===== src/rtl/sspi_pkg.sv =====
package sspi_pkg;

  localparam int unsigned DATA_W    = 32;
  localparam int unsigned CFG_W     = 31;
  localparam int unsigned MODE_W    = 7;
  localparam int unsigned CFG_IDX_W = 2;
  localparam int unsigned OP_W      = 4;

  // Operating modes
  localparam logic [MODE_W-1:0] MODE_START = 7'd0;
  localparam logic [MODE_W-1:0] MODE_ZERO  = 7'd1;
  localparam logic [MODE_W-1:0] MODE_WAIT  = 7'd2;
  localparam logic [MODE_W-1:0] MODE_PI    = 7'd4;

  // Configuration register indexes
  localparam logic [CFG_IDX_W-1:0] REG_BASE_SPEED = 2'd0;
  localparam logic [CFG_IDX_W-1:0] REG_PROP_GAIN  = 2'd1;
  localparam logic [CFG_IDX_W-1:0] REG_INTEG_GAIN = 2'd2;
  localparam logic [CFG_IDX_W-1:0] REG_IQ_LIMIT   = 2'd3;

  localparam logic [CFG_W-1:0] BASE_SPEED_RST = 31'd65536000;
  localparam logic [CFG_W-1:0] PROP_GAIN_RST  = 31'd0;
  localparam logic [CFG_W-1:0] INTEG_GAIN_RST = 31'd0;
  localparam logic [CFG_W-1:0] IQ_LIMIT_RST   = 31'd65536;

  // pi/30 and 30 rpm in Q16.16
  localparam logic signed [DATA_W-1:0] PI_OVER_30_Q16 = 32'sd6863;
  localparam logic signed [DATA_W-1:0] START_REF_Q16  = 32'sd1966080;

  // Datapath operations
  typedef logic [OP_W-1:0] op_t;
  localparam op_t OP_NONE    = 4'd0;
  localparam op_t OP_STOP    = 4'd1;
  localparam op_t OP_START   = 4'd2;
  localparam op_t OP_ZERO    = 4'd3;
  localparam op_t OP_HANDOFF = 4'd4;
  localparam op_t OP_NOACT   = 4'd5;
  localparam op_t OP_MUL_W   = 4'd6;
  localparam op_t OP_ERR     = 4'd7;
  localparam op_t OP_MUL_I   = 4'd8;
  localparam op_t OP_ACC     = 4'd9;
  localparam op_t OP_MUL_P   = 4'd10;
  localparam op_t OP_FINAL   = 4'd11;
  localparam op_t OP_PUBLISH = 4'd12;

  typedef struct packed {
    logic                     run;
    logic                     mode_write;
    logic [MODE_W-1:0]        mode_value;
    logic signed [DATA_W-1:0] speed_ref_rpm;
    logic signed [DATA_W-1:0] speed_est_rpm;
    logic signed [DATA_W-1:0] speed_est_rad;
    logic signed [DATA_W-1:0] iq_present;
  } in_item_t;

  typedef struct packed {
    logic [MODE_W-1:0]        mode_now;
    logic signed [DATA_W-1:0] speed_ref_out;
    logic                     speed_ref_forced;
    logic                     handoff;
    logic signed [DATA_W-1:0] iq_ref;
    logic                     iq_ref_valid;
    logic                     id_ref_clear;
  } out_item_t;

  typedef struct packed {
    logic load;
    op_t  op;
  } cmd_t;

  typedef struct packed {
    logic              run;
    logic [MODE_W-1:0] mode;
    logic              above_base;
  } status_t;

  // Symmetric clamp of a wide sum to +-lim, result fits 32 bits
  function automatic logic signed [DATA_W-1:0] clamp48(input logic signed [47:0] v,
                                                       input logic [CFG_W-1:0] lim);
    logic signed [47:0] hi;
    logic signed [47:0] lo;
    logic signed [47:0] r;
    hi = $signed({17'b0, lim});
    lo = -hi;
    if (v > hi) begin
      r = hi;
    end else if (v < lo) begin
      r = lo;
    end else begin
      r = v;
    end
    return r[DATA_W-1:0];
  endfunction

endpackage


===== src/rtl/sspi_ctrl.sv =====
module sspi_ctrl (
  input  logic              clk,
  input  logic              rst,
  input  logic              in_valid,
  output logic              in_ready,
  output logic              out_valid,
  input  logic              out_ready,
  input  sspi_pkg::status_t status,
  output sspi_pkg::cmd_t    cmd
);

  localparam logic [3:0] S_IDLE   = 4'd0;
  localparam logic [3:0] S_DECIDE = 4'd1;
  localparam logic [3:0] S_ERR    = 4'd2;
  localparam logic [3:0] S_MUL_I  = 4'd3;
  localparam logic [3:0] S_ACC    = 4'd4;
  localparam logic [3:0] S_MUL_P  = 4'd5;
  localparam logic [3:0] S_FINAL  = 4'd6;
  localparam logic [3:0] S_PUB    = 4'd7;

  logic [3:0] state;
  logic [3:0] state_next;
  logic       out_full;
  logic       out_full_next;
  logic       publish;

  assign in_ready  = (state == S_IDLE);
  assign out_valid = out_full;
  assign publish   = (state == S_PUB) && (!out_full || out_ready);

  always_comb begin
    state_next = state;
    cmd.load   = 1'b0;
    cmd.op     = sspi_pkg::OP_NONE;
    case (state)
      S_IDLE: begin
        if (in_valid) begin
          cmd.load   = 1'b1;
          state_next = S_DECIDE;
        end
      end
      S_DECIDE: begin
        state_next = S_PUB;
        if (!status.run) begin
          cmd.op = sspi_pkg::OP_STOP;
        end else if (status.mode == sspi_pkg::MODE_START) begin
          cmd.op = sspi_pkg::OP_START;
        end else if (status.mode == sspi_pkg::MODE_ZERO) begin
          cmd.op = sspi_pkg::OP_ZERO;
        end else if (status.mode == sspi_pkg::MODE_WAIT && status.above_base) begin
          cmd.op = sspi_pkg::OP_HANDOFF;
        end else if (status.mode == sspi_pkg::MODE_PI) begin
          cmd.op     = sspi_pkg::OP_MUL_W;
          state_next = S_ERR;
        end else begin
          cmd.op = sspi_pkg::OP_NOACT;
        end
      end
      S_ERR: begin
        cmd.op     = sspi_pkg::OP_ERR;
        state_next = S_MUL_I;
      end
      S_MUL_I: begin
        cmd.op     = sspi_pkg::OP_MUL_I;
        state_next = S_ACC;
      end
      S_ACC: begin
        cmd.op     = sspi_pkg::OP_ACC;
        state_next = S_MUL_P;
      end
      S_MUL_P: begin
        cmd.op     = sspi_pkg::OP_MUL_P;
        state_next = S_FINAL;
      end
      S_FINAL: begin
        cmd.op     = sspi_pkg::OP_FINAL;
        state_next = S_PUB;
      end
      S_PUB: begin
        if (publish) begin
          cmd.op     = sspi_pkg::OP_PUBLISH;
          state_next = S_IDLE;
        end
      end
      default: state_next = S_IDLE;
    endcase
  end

  always_comb begin
    out_full_next = out_full;
    if (publish) begin
      out_full_next = 1'b1;
    end else if (out_ready) begin
      out_full_next = 1'b0;
    end
  end

  always_ff @(posedge clk) begin
    if (rst) begin
      state    <= S_IDLE;
      out_full <= 1'b0;
    end else begin
      state    <= state_next;
      out_full <= out_full_next;
    end
  end

  // A waiting result is never overwritten
  a_no_overwrite: assert property (@(posedge clk) disable iff (rst)
    (cmd.op == sspi_pkg::OP_PUBLISH) |-> (!out_full || out_ready))
    else $error("result register overwritten");

  a_accept_decide: assert property (@(posedge clk) disable iff (rst)
    (in_valid && in_ready) |=> (state == S_DECIDE))
    else $error("accepted item not decoded");

  a_full_from_pub: assert property (@(posedge clk) disable iff (rst)
    $rose(out_full) |-> $past(state == S_PUB))
    else $error("result shown without publish");

  a_final_pub: assert property (@(posedge clk) disable iff (rst)
    (state == S_FINAL) |=> (state == S_PUB))
    else $error("PI result not published");

endmodule


===== config.mk =====
export PLATFORM = sky130hd
export DESIGN_NAME = sspi_ctrl
export DESIGN_NICKNAME = d
export VERILOG_FILES = /design/src/rtl/sspi_pkg.sv /design/src/rtl/sspi_ctrl.sv
export SDC_FILE = /design/constraint.sdc
export NUM_CORES = 1
export LEC_CHECK = 0
export BUFFER_PORTS_ARGS = -buffer_cell sky130_fd_sc_hd__buf_2
export CAP_MARGIN = 40
export CORE_AREA = 2 2 39 41
export DETAILED_ROUTE_END_ITERATION = 8
export DIE_AREA = 0 0 41 43
export PLACE_DENSITY_LB_ADDON = 0.1
export SYNTH_ARGS = -nofsm -noshare
export SYNTH_HDL_FRONTEND = slang
export SYNTH_SLANG_ARGS = --single-unit

===== constraint.sdc =====
create_clock -name clk -period 1.8 [get_ports clk]
set_input_delay 0 -clock clk [delete_from_list [all_inputs] [get_ports clk]]
set_output_delay 0 -clock clk [all_outputs]
set_load 0.01 [all_outputs]

==> summary.txt <==
Synth
  • Largest family of logic cells by synthesized area: simple AND/OR/NAND/NOR gates
  • Most frequent cell after synthesis: a21oi_1
  • Syn_area_per_cell: 7.92 um^2
  • Compound-Gate Fraction of Synth Area: 29.1%
  • Mux cell area share after synthesis: 0%
  • Async set or reset register ratio after synthesis: 0%
  • YS warnings: 0
  • Synth Area in XOR/XNOR: 0%
  • Cell taking the most area after synthesis: dfxtp_1
  • Synth Register Bits: 4
  • Ys flop type: dfxtp_1
  • Ranking of synthesized cells by area: dfxtp_1 (20%), ha_1 (12%), a21oi_1 (6.2%)
  • Yosys top cell area share: 19.8%
  • Most frequent cells after synthesis: a21oi_1 (5), dfxtp_1 (4), ha_1 (4), inv_1 (4), nand2b_1 (4)
  • Sequential share of the synthesized area: 19.8%
  • Synth Area in Adders: 12.4%
  • Syn_nets: 68
  • EDFF count, synth: 0
  • Simple-gate share of the synthesized area: 33.1%
  • Post-synthesis cell area: 404 um^2
  • Mapped Cells: 51
  • Synth cell types: 27

Clock tree
  • Clk_lat worst skew: 240 ps
  • Root buffer selected by CTS: clkbuf_4
  • CTS tree: done
  • Post-cts resize count: 0
  • Cts hold-fix bufs: 1
  • Clock Tree Buf Depth: 2
  • # Post-CTS Setup Buffers: 0
  • CTS Buf Count: 3
  • CTS Sinks: 4
  • H-tree levels: 1
  • Clock Pin Slew Worst Setup and Hold Paths: 40 ps

Power and ir drop
  • Clock group share of total power: 13.9%
  • Peak VDD IR: 0.759 mV
  • P per Cell Area: 1480 mW/mm^2
  • Psw: 368 uW
  • Comb power frac: 64.3%
  • Lkg Pwr: 0.000242 uW
  • Seq pwr share: 21.8%
  • P_int: 437 uW
  • Switching Fraction: 45.7%

Drt
  • Antenna-violating nets left: 0
  • Final wirelength: 1.03 mm
  • Via/cell ratio: 5.34
  • TritonRoute pass-1 iters: 4
  • Vias: 475
  • DRC errors left: 0
  • Post-DR wirelength/cell: 11.5 um
  • Starting DRC count in detailed routing: 12

Die
  • Starting Density: 29.2%
  • IO Pins: 20
  • Core box area: 0.00138 mm^2
  • Die ar.: 0.00176 mm^2
  • Rows: 14
  • Chip Width: 41 um
  • Die Y-Extent: 43 um

GRT
  • Total gr overflow: 0
  • Number of global-route vias before repair: 430
  • Met3 Use GR: 3.14%
  • Met2 usage: 20.3%
  • Tot GR Track Use: 14.5%
  • Antenna violations before repair: 0
  • GRT busiest layer: met2
  • Met1 Track Usage GR: 19.9%
  • Global-route wire length before repair: 1.79 mm
  • Largest net degree at the start of global routing: 13

Job
  • Max-Cap Viols: 0

STA
  • Worst rel slew slack: 76.7%
  • Crit path time final: 1530 ps
  • Setup TNS Final: 0 ps
  • Final setup viols: 0
  • Final period util: 85.2%
  • RSZ-0062 raised after global routing: false
  • Worst Max-Slew Pin Slew: 346 ps
  • Slew Limit Fails: 0
  • Clk_skew: 2.59 ps
  • Final hold vios: 0
  • Fmax: 652 MHz

Worst setup path
  • Register-to-Register Path Depth: 5
  • Startpoint Class: flop
  • CP Max Fanout: 6
  • Worst R2R Setup Slack: 430 ps
  • Crit path to: cmd[3]
  • Crit Path Class: reg -> out
  • Reg-to-reg endpoint: state[0]$_SDFFE_PP0P_
  • Critical R2R Launch: state[0]$_SDFFE_PP0P_
  • Worst Path Required: 1800 ps
  • Worst Setup End Kind: output pin
  • CP Data Arrival Time: 1530 ps
  • CP startpoint: state[0]$_SDFFE_PP0P_

Outcome
  • Outcome: finished clean

Final layout
  • Diode count: 0
  • Synth-to-layout area growth: 34.7%
  • Nets: 92
  • Share of layout cells above drive strength 1: 32.9%
  • Non-filler cells, final: 89

Place
  • Final Wtd Congestion: 0.675
  • Inst Count DP: 85
  • HPWL Detailed: 825 um
  • Buffers on Ports: 19

Worst hold path
  • Hold WC Path Type: in -> reg
==> cell type report <==
type	count	area (um^2)
inverter	4	15.0
fill	155	840
sequential	4	80.1
multi-input combinational	42	302
timing repair buffer	20	105
tap	16	20.0
clock buffer	3	22.5
==> registers in the layout, summed over array words and instances, names as in the netlist <==
register / flops
state: 3
out_valid: 1
==> metal layers <==
layer	vias to the layer above	wire, um	share of wire [%]
met5	-	0	0
met4	0	8	0.78
met3	2	66	6.4
met2	15	450	44
met1	213	502	49
li1	245	-	-
==> power groups by stage <==
stage | Sequential, uW | Clock (uW) | Combinational [uW]
6_report | 176 | 112 | 517
5_1_grt | 188 | 124 | 585
4_1_cts | 175 | 113 | 520
3_5_place_dp | 177 | 0 | 513
3_3_place_gp | 176 | 0 | 525
2_1_floorplan | 146 | 0 | 383
==> critical path, stage by stage (launching register included) <==
cell and delay (ps):
dfxtp_1 380, inv_1 80, ha_1 250, o31ai_1 340, nand2_1 90, buf_2 150
==> worst min path at each step <==
stage,start,endpoint,cells after the start
3_5_place_dp,rst,out_valid$_SDFFE_PP0P_,2
5_1_grt,out_ready,out_valid$_SDFFE_PP0P_,3
2_1_floorplan,rst,out_valid$_SDFFE_PP0P_,1
3_3_place_gp,rst,out_valid$_SDFFE_PP0P_,2
6_report,out_ready,out_valid$_SDFFE_PP0P_,3
4_1_cts,out_ready,out_valid$_SDFFE_PP0P_,3
==> cells in the final DEF (no fill, tap or decap), types with 2 or more instances in the layout <==
cell type	netlist	final
nor4_1	2	2
a21oi_1	5	5
nand2_1	2	2
nor2_1	2	2
a211oi_1	2	2
dfxtp_1	4	4
nand2b_1	4	4
ha_1	4	4
buf_2	0	19
nand3_1	2	2
inv_1	4	4
o21ai_0	3	3
clkbuf_4	0	3
nor3b_1	2	2
==> through the flow <==
stage	worst slack (ps)	total power (uW)	instance area, um^2	util, %	hold slack (ps)
6_report	266	805	544	39.3	125
5_1_grt	135	897	544	39.3	152
4_1_cts	279	808	544	39.3	125
3_5_place_dp	440	690	512	37.0	236
3_3_place_gp	389	702	512	37.0	238
2_1_floorplan	540	529	404	-	69.1
==> cells by family (layout without fill, tap and decap cells) <==
kind of cell    Yosys count  in the layout
fa+ha+maj                 4              4
buf+inv                   5             27
flops                     4              4
compound gates           17             17
simple gates             21             21
Note: power is estimated with default switching activity, not from simulation.
